`config.mk`:
```
export PLATFORM = sky130hd
export DESIGN_NAME = crpg_expand
export DESIGN_NICKNAME = d
export VERILOG_FILES = /design/src/hw/rtl/crpg_pkg.sv /design/src/hw/rtl/crpg_expand.sv
export SDC_FILE = /design/constraint.sdc
export NUM_CORES = 1
export LEC_CHECK = 0
export ABC_CLOCK_PERIOD_IN_PS = 2000
export BUFFER_PORTS_ARGS = -buffer_cell sky130_fd_sc_hd__clkbuf_2
export CAP_MARGIN = 20
export CORE_MARGIN = 1.5
export CORE_UTILIZATION = 40
export CTS_BUF_LIST = sky130_fd_sc_hd__clkbuf_8 sky130_fd_sc_hd__clkbuf_16
export CTS_CLUSTER_SIZE = 14
export DETAILED_ROUTE_END_ITERATION = 16
export GPL_TIMING_DRIVEN = 0
export PLACE_DENSITY = 0.7
export SYNTH_ARGS = -nofsm -noshare
export SYNTH_HDL_FRONTEND = slang
export SYNTH_SLANG_ARGS = --single-unit
export TNS_END_PERCENT = 100
```
`constraint.sdc`:
```
create_clock -name clk -period 2 [get_ports clk]
set_clock_uncertainty 0.05 [all_clocks]
set_input_delay 0.4 -clock clk [delete_from_list [all_inputs] [get_ports clk]]
set_output_delay 0.4 -clock clk [all_outputs]
set_load 0.05 [all_outputs]
```
`src/hw/rtl/crpg_pkg.sv`:
```
// Shared types, constants and color functions for the color RAM pixel generator.
`timescale 1ns / 1ps
package crpg_pkg;

    localparam int COLOR_DEPTH    = 2048;
    localparam int COLOR_AW       = $clog2(COLOR_DEPTH);
    localparam int SCREEN_COLUMNS = 224;

    typedef logic [1:0] req_code_t;
    localparam req_code_t REQ_WRITE = 2'd0;
    localparam req_code_t REQ_READ  = 2'd1;
    localparam req_code_t REQ_VIDEO = 2'd2;

    typedef struct packed {
        logic                rd;
        logic                wr;
        logic [COLOR_AW-1:0] addr;
        logic [7:0]          wdata;
    } mem_req_t;

    typedef struct packed {
        logic       is_video;
        logic [7:0] column;
        logic [4:0] row_group;
        logic [7:0] video_byte;
    } stage_item_t;

    typedef struct packed {
        logic [7:0] r;
        logic [7:0] g;
        logic [7:0] b;
    } rgb_t;

    function automatic rgb_t palette(input logic [2:0] idx);
        rgb_t c;
        case (idx)
            3'd0:    c = '{r: 8'd128, g: 8'd128, b: 8'd255};
            3'd1:    c = '{r: 8'd255, g: 8'd0,   b: 8'd0};
            3'd2:    c = '{r: 8'd0,   g: 8'd0,   b: 8'd255};
            3'd3:    c = '{r: 8'd255, g: 8'd0,   b: 8'd255};
            3'd4:    c = '{r: 8'd0,   g: 8'd255, b: 8'd0};
            3'd5:    c = '{r: 8'd255, g: 8'd255, b: 8'd0};
            3'd6:    c = '{r: 8'd0,   g: 8'd255, b: 8'd255};
            default: c = '{r: 8'd255, g: 8'd255, b: 8'd255};
        endcase
        return c;
    endfunction

    function automatic rgb_t pixel_color(input logic [7:0] vbyte, input logic [2:0] sel,
                                         input logic [2:0] color);
        rgb_t c;
        if (vbyte[sel])
            c = palette(color);
        else
            c = '{r: 8'd0, g: 8'd0, b: 8'd255};
        return c;
    endfunction

endpackage

```
`src/hw/rtl/crpg_expand.sv`:
```
// Result stage: expands a video item into eight pixels or passes a read byte.
`timescale 1ns / 1ps
module crpg_expand
    import crpg_pkg::*;
(
    input  logic        clk,
    input  logic        rst_n,
    input  logic        s1_valid,
    input  stage_item_t s1_item,
    input  logic [7:0]  mem_rdata,
    output logic        take,
    output logic        result_valid,
    input  logic        result_ready,
    output logic [7:0]  read_data,
    output logic [7:0]  pixel_x,
    output logic [7:0]  pixel_y,
    output logic [7:0]  red,
    output logic [7:0]  green,
    output logic [7:0]  blue,
    output logic        last
);

    logic       valid_reg, valid_next;
    logic [2:0] cnt_reg, cnt_next;
    logic [4:0] grp_reg, grp_next;
    logic [7:0] vbyte_reg, vbyte_next;
    logic [2:0] color_reg, color_next;
    logic [7:0] rdata_reg, rdata_next;
    logic [7:0] x_reg, x_next;
    logic [7:0] y_reg, y_next;
    rgb_t       rgb_reg, rgb_next;
    logic       last_reg, last_next;
    logic       advance;

    assign take    = s1_valid && (!valid_reg || (result_ready && last_reg));
    assign advance = valid_reg && result_ready && !last_reg;

    always_comb
    begin
        valid_next = valid_reg;
        cnt_next   = cnt_reg;
        grp_next   = grp_reg;
        vbyte_next = vbyte_reg;
        color_next = color_reg;
        rdata_next = rdata_reg;
        x_next     = x_reg;
        y_next     = y_reg;
        rgb_next   = rgb_reg;
        last_next  = last_reg;
        if (take)
        begin
            valid_next = 1'b1;
            cnt_next   = 3'd0;
            grp_next   = s1_item.row_group;
            vbyte_next = s1_item.video_byte;
            color_next = mem_rdata[2:0];
            if (s1_item.is_video)
            begin
                rdata_next = 8'd0;
                x_next     = s1_item.column;
                y_next     = ~{s1_item.row_group, 3'd0};
                rgb_next   = pixel_color(s1_item.video_byte, 3'd0, mem_rdata[2:0]);
                last_next  = 1'b0;
            end
            else
            begin
                rdata_next = mem_rdata;
                x_next     = 8'd0;
                y_next     = 8'd0;
                rgb_next   = '0;
                last_next  = 1'b1;
            end
        end
        else if (advance)
        begin
            cnt_next  = cnt_reg + 1'b1;
            y_next    = ~{grp_reg, cnt_next};
            rgb_next  = pixel_color(vbyte_reg, cnt_next, color_reg);
            last_next = (cnt_next == 3'd7);
        end
        else if (valid_reg && result_ready)
        begin
            valid_next = 1'b0;
        end
    end

    always_ff @(posedge clk or negedge rst_n)
    begin
        if (!rst_n)
            valid_reg <= 1'b0;
        else
            valid_reg <= valid_next;
    end

    always_ff @(posedge clk)
    begin
        cnt_reg   <= cnt_next;
        grp_reg   <= grp_next;
        vbyte_reg <= vbyte_next;
        color_reg <= color_next;
        rdata_reg <= rdata_next;
        x_reg     <= x_next;
        y_reg     <= y_next;
        rgb_reg   <= rgb_next;
        last_reg  <= last_next;
    end

    assign result_valid = valid_reg;
    assign read_data    = rdata_reg;
    assign pixel_x      = x_reg;
    assign pixel_y      = y_reg;
    assign red          = rgb_reg.r;
    assign green        = rgb_reg.g;
    assign blue         = rgb_reg.b;
    assign last         = last_reg;

    a_pixel_run_continues: assert property (@(posedge clk) disable iff (!rst_n)
        advance |=> valid_reg && (y_reg == $past(y_reg) - 8'd1) && (x_reg == $past(x_reg)))
        else $error("pixel run broken inside a video item");

    a_take_only_when_free: assert property (@(posedge clk) disable iff (!rst_n)
        take && valid_reg |-> result_ready && last_reg)
        else $error("new item loaded over a pending result");

endmodule

```
==> results.py, run 1 <==
metrics = {
    "synth": {
        "ys_async_sr_fraction": 0.0200,
        "synth_edf_count": 46,
        "seq_area_frac_synth": 0.649,
        "synth_area_leaders": "edfxtp_1 (61%), buf_4 (6.3%), o2111ai_1 (3.1%)",
        "yosys.area.top_type": "edfxtp_1",
        "syn_area_sq_um": 2260,
        "synth_ff_type": "edfxtp_1",
        "syn_nets": 201,
        "syn_area_per_cell_sq_um": 13.7,
        "netlist.area_leader.share": 0.611,
        "ys_warn_count": 0,
        "syn_inst": 165,
        "ys_types": 35,
        "synth-seq-cells": 50,
    },
    "grt": {
        "grt_pass1_vias": 1477,
        "grt_first_pass_wirelength_um": 6870,
        "grt_overflow_total": 0,
        "grt_max_degree": 19,
        "antenna_found_initial": 0,
        "grt_usage": 0.148,
    },
    "floorplanning": {
        "io_pins": 85,
        "die_w_um": 78.2,
        "die_area_sq_um": 6110,
        "initial_core_util": 0.413,
        "row_count": 27,
        "core_area_sq_um": 5470,
        "die_h_um": 78.2,
    },
    "critical_path": {
        "worstPathRequired_ns": 2.08,
        "cp_slowest_stage_delay_ns": 0.40,
        "critical_path.startpoint_type": "register",
        "cp.buffers_inverters": 1,
        "arrival_ns": 1.96,
        "critPathKind": "reg -> reg",
        "reg2reg_from": "cnt_reg[0]$_SDFFE_PP0P_",
        "cpMaxStageDelayCell": "dfxtp_2",
        "rr_worst_depth": 5,
        "rrSetupSlack_ns": 0.12,
        "crit_path_end_kind": "register",
        "regToRegEndpoint": "blue[6]$_DFFE_PP_",
        "crit_chain": "inv_1, ha_1, mux4_2, o2111a_1, a211oi_2",
        "path_max_fanout": 5,
        "crit_family": "flip-flops",
    },
    "route": {
        "avgViaCountPerCell": 4.79,
        "via_count": 1619,
        "wirelength_um": 4360,
        "dr.first_iter.drc_count": 91,
        "antenna_left": 0,
        "drt-wirelength-per-cell_um": 12.9,
        "drcViolationCount": 0,
        "firstDrtPassIters": 4,
    },
    "layout": {
        "nets": 301,
        "drive_gt1_frac": 0.492,
        "post-route-util": 0.540,
        "fin_cells": 338,
        "syn_to_final_growth_pct": 30.6,
        "diodes": 0,
    },
    "clock_tree": {
        "clk_latency_ns": 0.30,
        "cts_tree": "built",
        "clock-root-buffer": "clkbuf_8",
        "cts-root-to-sink-buffers": 2,
        "cts_max_level": 2,
        "clkTransAtPathRegs_ns": 0.09,
        "clkSinkCount": 50,
        "cts_buffers": 5,
    },
    "job": {
        "cap_violations": 0,
    },
    "min_path": {
        "hp-start": "s1_item[1]",
        "hold_depth": 1,
        "hold_end": "vbyte_reg[1]$_DFFE_PP_",
        "hold_class": "in -> reg",
    },
    "pwr": {
        "ir_drop_mv": 0.762,
        "leakagePower_nw": 1.24,
        "p_per_area_nw_per_um2": 1330,
    },
    "sta": {
        "worst_pin_slew_ns": 0.698,
        "fmax_ghz": 0.531,
        "hold_ws_ns": 0.218,
        "setup_viol": 0,
        "drv_slew": 0,
        "grt_setup_unrepaired": "false",
        "fin_crit_sh": 0.941,
        "fin_tns_setup_ns": 0,
        "hold_viol": 0,
        "relSlewSlack": 0.535,
        "min_period_ns": 1.88,
        "fin_ws_ns": 0.118,
    },
    "placement": {
        "gp_congestion": 0.865,
        "hpwl_um": 3110,
        "dp_cells": 321,
        "pre_cts_slack_ns": -0.469,
        "portBuffers": 84,
    },
    "status": {
        "status": "complete, no violations",
    },
}
worst register-to-register path, stage by stage, from the launching register on:
cell and delay [ns]:
dfxtp_2 0.40, inv_1 0.10, ha_1 0.37, mux4_2 0.39, o2111a_1 0.17, a211oi_2 0.23
cells in the final DEF (no fill, tap or decap), drive strengths merged:
master and count:
o211ai 4, and2 8, nand4 1, o21ba 1, a22o 3, dfxtp 3, a21boi 1, xnor2 1
a211oi 1, clkbuf 92, nand2 4, edfxtp 46, o21bai 2, a21oi 7, inv 5, mux4 2
o2bb2ai 2, xor2 1, a21bo 1, nand3 1, nor2b 11, dfrtp 1, o2111ai 8, dlygate4sd3 1
buf 27, ha 2, o21ai 5, nand2b 3, nor3 5, clkinvlp 3, nor2 7, o211a 1
mux2i 1, o2111a 2, clkinv 3
report_power, final:
group          switching (mW)  total [mW]  internal, mW
combinational            1.30        1.88         0.578
clock                   0.320       0.560         0.240
sequential              0.114        1.49          1.37
stage by stage:
stage / power (mW) / area, sq um
after floorplan: 2.97 / 2280
after global placement: 3.32 / 2790
after detailed placement: 3.34 / 2790
after CTS: 3.93 / 2910
after global routing: 4.11 / 2950
final: 3.93 / 2950
layout make-up:
| type | count | area [sq um] |
|---|---|---|
| Multi-Input combinational cell | 85 | 621 |
| Clock inverter | 3 | 16.3 |
| Inverter | 7 | 30.0 |
| Clock buffer | 5 | 68.8 |
| Timing Repair inverter | 1 | 7.51 |
| Buffer | 23 | 159 |
| Tap cell | 72 | 90.1 |
| Fill cell | 499 | 2520 |
| Timing Repair Buffer | 92 | 492 |
| Sequential cell | 50 | 1470 |
synthesized netlist by cell type (2+ instances only):
| library cell | instances |
|---|---|
| mux4_2 | 2 |
| nor2b_1 | 11 |
| nor3_1 | 5 |
| nand2_1 | 4 |
| ha_1 | 2 |
| o21ai_0 | 5 |
| clkbuf_1 | 3 |
| o2bb2ai_1 | 2 |
| a22o_1 | 2 |
| nand2b_1 | 3 |
| a21oi_1 | 7 |
| dfxtp_1 | 3 |
| o21bai_1 | 2 |
| inv_1 | 6 |
| nor2_1 | 7 |
| edfxtp_1 | 46 |
| buf_4 | 19 |
| o2111ai_1 | 8 |
| o211ai_1 | 4 |
| o2111a_1 | 2 |
| and2_1 | 8 |
worst max path at each step:
stage | startpoint | end | cells after the start
floorplan | last$_DFFE_PP_ | last$_DFFE_PP_ | 4
global placement | result_ready | take | 5
detailed placement | result_ready | take | 5
CTS | last$_DFFE_PP_ | take | 4
global route | cnt_reg[0]$_SDFFE_PP0P_ | blue[6]$_DFFE_PP_ | 5
finish | cnt_reg[0]$_SDFFE_PP0P_ | blue[6]$_DFFE_PP_ | 5
metal layers:
metal  track usage  wire length [um]  up-vias
met4        0.0929               110        0
met2         0.228              1960       86
li1              -                 -      800
met1         0.190              1930      726
met3        0.0337               358        7
met5             0                 0        -
logic make-up (layout without fill, tap and decap cells):
group / Yosys count / in the layout / share of synthesized area
buffers and inverters: 30 / 131 / 0.0819
adders and majority gates: 2 / 2 / 0.0111
and+or+nand+nor: 40 / 40 / 0.0952
muxes: 3 / 3 / 0.0243
AOI/OAI and AO/OA: 38 / 38 / 0.131
xor gates and xnor gates: 2 / 2 / 0.00775
DFF: 50 / 50 / 0.649
repair_timing:
item	4_1_cts	5_1_grt
hold buffers	1	0
endpoints found under the setup margin	36	6
setup buffers	1	6
endpoints found under the hold margin	1	0
gates cloned	1	0
pin swaps	0	1
resized for setup	3	1
Power figures use the tool's default switching activity.
==> inputs of run 2 (changes only) <==
--- a/config.mk
+++ b/config.mk
@@ -5,6 +5,7 @@
 export SDC_FILE = /design/constraint.sdc
 export NUM_CORES = 1
 export LEC_CHECK = 0
+export ABC_AREA = 1
 export ABC_CLOCK_PERIOD_IN_PS = 2000
 export BUFFER_PORTS_ARGS = -buffer_cell sky130_fd_sc_hd__clkbuf_2
 export CAP_MARGIN = 20
==> run 2 against run 1 <==
Compared with the run above:
- synthesized cell count rose by 12%
- critical path depth increased by 1
- register-to-register slack gained 0.17 ns
- non-clock buffer count fell by 7
- maximum frequency up 0.29%
- global-route usage fell by 1.0 points
- critical path type is now reg -> out
- setup slack better by 0.0054 ns
- wire length fell by 12%
- final cell count rose by 2.7%
- sequential cell count stayed put
- core utilization grew 0.71 points
==> results.py, run 2 <==
metrics = {
    "route": {
        "antenna_left": 0,
        "firstDrtPassIters": 7,
        "drt-wirelength-per-cell_um": 11.1,
        "avgViaCountPerCell": 4.40,
        "via_count": 1528,
        "dr.first_iter.drc_count": 83,
        "wirelength_um": 3840,
        "drcViolationCount": 0,
    },
    "clock_tree": {
        "clock-root-buffer": "clkbuf_8",
        "clkSinkCount": 50,
        "cts_tree": "built",
        "cts_max_level": 2,
        "clk_latency_ns": 0.29,
        "cts_buffers": 5,
        "cts-root-to-sink-buffers": 2,
        "clkTransAtPathRegs_ns": 0.08,
    },
    "floorplanning": {
        "initial_core_util": 0.419,
        "row_count": 26,
        "core_area_sq_um": 5170,
        "die_area_sq_um": 5870,
        "io_pins": 85,
        "die_h_um": 76.6,
        "die_w_um": 76.6,
    },
    "critical_path": {
        "reg2reg_from": "cnt_reg[0]$_SDFFE_PP0P_",
        "critical_path.startpoint_type": "register",
        "rrSetupSlack_ns": 0.29,
        "critPathKind": "reg -> out",
        "cpMaxStageDelayCell": "edfxtp_1",
        "regToRegEndpoint": "blue[6]$_DFFE_PP_",
        "crit_path_end_kind": "output pin",
        "path_depth": 6,
        "crit_start": "last$_DFFE_PP_",
        "worstPathRequired_ns": 1.55,
        "cp-endpoint": "take",
        "cpMostUsedCell": "nand2_1",
        "cp.buffers_inverters": 3,
        "arrival_ns": 1.43,
        "cp_slowest_stage_delay_ns": 0.38,
        "crit_chain": "nand2_1, nand2_1, nand2_1, inv_4, buf_12, buf_4",
        "rr_worst_depth": 8,
        "crit_family": "buffers and inverters",
        "path_max_fanout": 21,
    },
    "synth": {
        "seq_area_frac_synth": 0.676,
        "ys_top_cells_by_count": "edfxtp_1 (46), nand2_1 (34), inv_1 (27)",
        "netlist.area_leader.share": 0.637,
        "synth_area_leaders": "edfxtp_1 (64%), buf_4 (7.3%), nand2_1 (5.9%)",
        "syn_nets": 221,
        "ys_warn_count": 0,
        "syn_inst": 185,
        "synth_ff_type": "edfxtp_1",
        "yosys.area.top_type": "edfxtp_1",
        "ys_types": 23,
        "syn_area_per_cell_sq_um": 11.7,
        "synth_edf_count": 46,
        "synth-seq-cells": 50,
        "syn_area_sq_um": 2170,
        "ys_async_sr_fraction": 0.0200,
        "synth_most_common_cell": "edfxtp_1",
    },
    "placement": {
        "hpwl_um": 2670,
        "portBuffers": 83,
        "gp_congestion": 0.833,
        "pre_cts_slack_ns": -0.0652,
    },
    "grt": {
        "grt_max_degree": 43,
        "grt_usage": 0.138,
        "antenna_found_initial": 0,
        "grt_overflow_total": 0,
        "grt_first_pass_wirelength_um": 6250,
        "grt_pass1_vias": 1412,
    },
    "layout": {
        "final_common_cell": "clkbuf_2",
        "syn_to_final_growth_pct": 30.3,
        "final_cell_mix": "clkbuf_2 (82), edfxtp_1 (46), nand2_1 (34)",
        "multi_input_area_sq_um": 427,
        "seqCellArea_sq_um": 1470,
        "fillerInstances": 449,
        "nets": 313,
        "diodes": 0,
        "post-route-util": 0.547,
        "drive_gt1_frac": 0.444,
    },
    "sta": {
        "setup_viol": 0,
        "drv_slew": 0,
        "fin_crit_sh": 0.939,
        "fin_tns_setup_ns": 0,
        "hold_viol": 0,
        "worst_pin_slew_ns": 0.585,
        "relSlewSlack": 0.609,
        "hold_ws_ns": 0.232,
        "fin_ws_ns": 0.123,
        "grt_setup_unrepaired": "false",
        "min_period_ns": 1.88,
        "fmax_ghz": 0.533,
    },
    "job": {
        "cap_violations": 0,
    },
    "status": {
        "status": "complete, no violations",
    },
    "min_path": {
        "hold_class": "in -> reg",
    },
}
## run 2: changes by cell type after synthesis, moves of 4 or more
cell / change
nand2_1: +30
inv_1: +21
nor2b_1: -11
and2_1: -8
o2111ai_1: -8
nand3_1: +5
nor3_1: -5
o21ai_0: +5
o22ai_1: +5
a21oi_1: -4
nor2_1: +4
## run 2: repair_timing
| item | CTS | global route |
|---|---|---|
| hold buffers | 1 | 0 |
| resized for setup | 4 | 2 |
| cloned | 0 | 1 |
| hold endpoints to repair | 1 | 0 |
| endpoints found under the setup margin | 1 | 1 |
| buffers inserted | 0 | 0 |
## run 2: final cells by class
| cell class | instances | area share |
|---|---|---|
| Clock buffer | 5 | 0.0243 |
| Inverter | 29 | 0.0394 |
| Sequential cell | 50 | 0.519 |
| Timing Repair Buffer | 85 | 0.160 |
| Clock inverter | 2 | 0.0119 |
| Tap cell | 70 | 0.0310 |
| Buffer | 23 | 0.0637 |
| Multi-Input combinational cell | 83 | 0.151 |
## run 2: worst min-delay path by stage
stage,startpoint,end,slack [ns],cells past startpoint
final,s1_item[5],vbyte_reg[5]$_DFFE_PP_,0.23,1
after global routing,s1_item[4],vbyte_reg[4]$_DFFE_PP_,0.21,1
after CTS,s1_item[5],vbyte_reg[5]$_DFFE_PP_,0.22,1
after detailed placement,rst_n,result_valid$_DFFE_PN0P_,0.13,1
after global placement,rst_n,result_valid$_DFFE_PN0P_,0.13,1
after floorplan,rst_n,result_valid$_DFFE_PN0P_,0.05,0
## run 2: logic make-up (layout without fill, tap and decap cells)
logic type | count (synthesis) | after routing | synth area share
adder cells (fa/ha/maj) | 2 | 2 | 0.0115
flip-flops | 50 | 50 | 0.676
XOR/XNOR | 2 | 2 | 0.00808
AND/OR/NAND/NOR | 57 | 57 | 0.117
AO/OA/AOI/OAI | 22 | 22 | 0.0600
buffers and inverters | 52 | 144 | 0.127
## run 2: per-stage QoR
step,cells,instance area [sq um]
5_1_grt,347,2830
3_3_place_gp,338,2670
4_1_cts,346,2800
3_5_place_dp,338,2670
2_1_floorplan,185,2170
6_report,347,2830
## run 2: layer usage
metal  wire (um)  global-route usage
met1        1670               0.156
met2        1720               0.229
met3         397              0.0671
met4          48              0.0444
met5           0                   0
Power of run 2 is left out: the tool's default activity adds up to more than one toggle a clock period on the data nets, which glitch-free logic cannot reach.
==> inputs of run 3 (changes only) <==
--- a/config.mk
+++ b/config.mk
@@ -7,15 +7,15 @@
 export LEC_CHECK = 0
 export ABC_AREA = 1
 export ABC_CLOCK_PERIOD_IN_PS = 2000
-export BUFFER_PORTS_ARGS = -buffer_cell sky130_fd_sc_hd__clkbuf_2
 export CAP_MARGIN = 20
-export CORE_MARGIN = 1.5
+export CORE_MARGIN = 5
 export CORE_UTILIZATION = 40
 export CTS_BUF_LIST = sky130_fd_sc_hd__clkbuf_8 sky130_fd_sc_hd__clkbuf_16
 export CTS_CLUSTER_SIZE = 14
 export DETAILED_ROUTE_END_ITERATION = 16
+export DONT_BUFFER_PORTS = 1
 export GPL_TIMING_DRIVEN = 0
-export PLACE_DENSITY = 0.7
+export PLACE_DENSITY = 0.56
 export SYNTH_ARGS = -nofsm -noshare
 export SYNTH_HDL_FRONTEND = slang
 export SYNTH_SLANG_ARGS = --single-unit
==> run 3 against run 2 <==
Compared with the run above:
- global-route usage decreased by 1.6 points
- non-clock buffer count decreased by 78
- first-iteration DRC count shrank 34%
- final cell count shrank 22%
- wire length is 13% higher
- sequential share of layout area increased by 7.2 points
- maximum frequency down 6.0%
- final area fell by 12%
- clock-buffer cell count unchanged
- critical endpoint unchanged
- highest routed layer unchanged
==> results.py, run 3 (synthesis gave the netlist of run 2 again) <==
metrics = {
    "status": {
        "status": "complete, no violations",
    },
    "critical_path": {
        "cp.buffers_inverters": 2,
        "cpMostUsedCell": "nand2_2",
        "rrSetupSlack_ns": 0.08,
        "rr_worst_depth": 8,
        "worstPathRequired_ns": 1.55,
        "crit_path_end_kind": "output pin",
        "critical_path.startpoint_type": "register",
        "regToRegEndpoint": "last$_DFFE_PP_",
        "reg2reg_from": "last$_DFFE_PP_",
        "crit_family": "flip-flops",
        "path_max_fanout": 6,
        "arrival_ns": 1.55,
        "critPathKind": "reg -> out",
        "cpMaxStageDelayCell": "edfxtp_1",
        "crit_chain": "nand2_1, nand2_2, nand2_2, inv_2, buf_12",
        "cp_slowest_stage_delay_ns": 0.68,
    },
    "grt": {
        "grt_usage": 0.122,
        "grt_overflow_total": 0,
        "grt_max_degree": 22,
        "grt_first_pass_wirelength_um": 6530,
        "grt_pass1_vias": 1283,
        "antenna_found_initial": 0,
    },
    "layout": {
        "nets": 235,
        "fillerInstances": 450,
        "final_cell_mix": "edfxtp_1 (46), nand2_1 (31), inv_1 (28)",
        "final_area_sq_um": 2480,
        "diodes": 0,
        "drive_gt1_frac": 0.240,
        "post-route-util": 0.480,
        "final_common_cell": "edfxtp_1",
        "syn_to_final_growth_pct": 14.4,
    },
    "clock_tree": {
        "clkTransAtPathRegs_ns": 0.09,
        "clk_latency_ns": 0.30,
        "cts_tree": "built",
        "cts_buffers": 5,
        "cts_max_level": 2,
        "clkSinkCount": 50,
        "cts-root-to-sink-buffers": 2,
        "clock-root-buffer": "clkbuf_8",
    },
    "route": {
        "drcViolationCount": 0,
        "antenna_left": 0,
        "firstDrtPassIters": 4,
        "avgViaCountPerCell": 4.77,
        "dr.first_iter.drc_count": 55,
        "drt-wirelength-per-cell_um": 16.1,
        "via_count": 1288,
        "wirelength_um": 4360,
    },
    "min_path": {
        "hold_class": "in -> reg",
        "hp-start": "mem_rdata[1]",
        "hold_depth": 0,
        "hold_end": "color_reg[1]$_DFFE_PP_",
    },
    "floorplanning": {
        "io_pins": 85,
        "initial_core_util": 0.419,
        "core_area_sq_um": 5170,
        "die_h_um": 83.6,
        "die_area_sq_um": 7000,
        "die_w_um": 83.6,
        "row_count": 26,
    },
    "sta": {
        "setup_viol": 0,
        "grt_setup_unrepaired": "true",
        "hold_viol": 0,
        "drv_slew": 0,
        "fin_tns_setup_ns": 0,
        "fin_crit_sh": 0.998,
        "relSlewSlack": 0.566,
        "fmax_ghz": 0.501,
        "worst_pin_slew_ns": 0.651,
        "min_period_ns": 2.00,
    },
    "job": {
        "cap_violations": 0,
    },
    "placement": {
        "hpwl_um": 3020,
        "place_area_sq_um": 2260,
        "gp_congestion": 0.790,
        "portBuffers": 0,
    },
}
## run 3: per-stage QoR
stage	worst slack, ns	hold WS [ns]	instances
global placement	-0.0586	0.0544	255
global route	-0.0811	0.123	270
finish	0.00327	0.143	270
detailed placement	-0.0872	0.0545	255
CTS	0.000611	0.129	267
floorplan	0.145	0.0544	185
## run 3: per-layer routing
metal	vias to the layer above	share of wire	GRT usage
li1	621	-	-
met1	589	0.40	0.135
met2	73	0.45	0.187
met3	5	0.13	0.0760
met4	0	0.017	0.0482
met5	-	0	0
## run 3: how the worst max path moves through the flow
stage,startpoint,to,slack (ns),depth (start not counted)
2_1_floorplan,last$_DFFE_PP_,take,0.14,5
3_3_place_gp,last$_DFFE_PP_,pixel_y[1]$_DFFE_PP_,-0.06,6
3_5_place_dp,last$_DFFE_PP_,pixel_y[3]$_DFFE_PP_,-0.09,6
4_1_cts,last$_DFFE_PP_,take,0.0006,5
5_1_grt,last$_DFFE_PP_,take,-0.08,5
6_report,last$_DFFE_PP_,take,0.003,5
## run 3: area by class of cell
class / instances / area, sq um / share of cell area
clock buffer: 5 / 68.8 / 0.0277
clock inverter: 3 / 12.5 / 0.00504
multi-input combinational: 83 / 434 / 0.175
inverter: 29 / 109 / 0.0439
timing repair buffer: 7 / 123 / 0.0494
buffer: 23 / 180 / 0.0726
tap: 70 / 87.6 / 0.0353
sequential: 50 / 1470 / 0.591
## run 3: worst register-to-register path, stage by stage, from the launching register on
cell	delay, ns
edfxtp_1	0.63
nand2_1	0.17
nand2_2	0.08
nand2_2	0.09
inv_2	0.06
buf_4	0.15
bufbuf_16	0.30
nor2_1	0.09
nor2_1	0.05
## run 3: what timing repair did
item | 4_1_cts | 5_1_grt
setup buffers | 1 | 2
gates cloned | 2 | 1
gates resized for setup | 4 | 2
setup endpoints to repair | 55 | 2
hold endpoints to repair | 1 | 0
pin swaps | 0 | 1
hold buffers | 1 | 0
Power of run 3 is left out for the same reason.
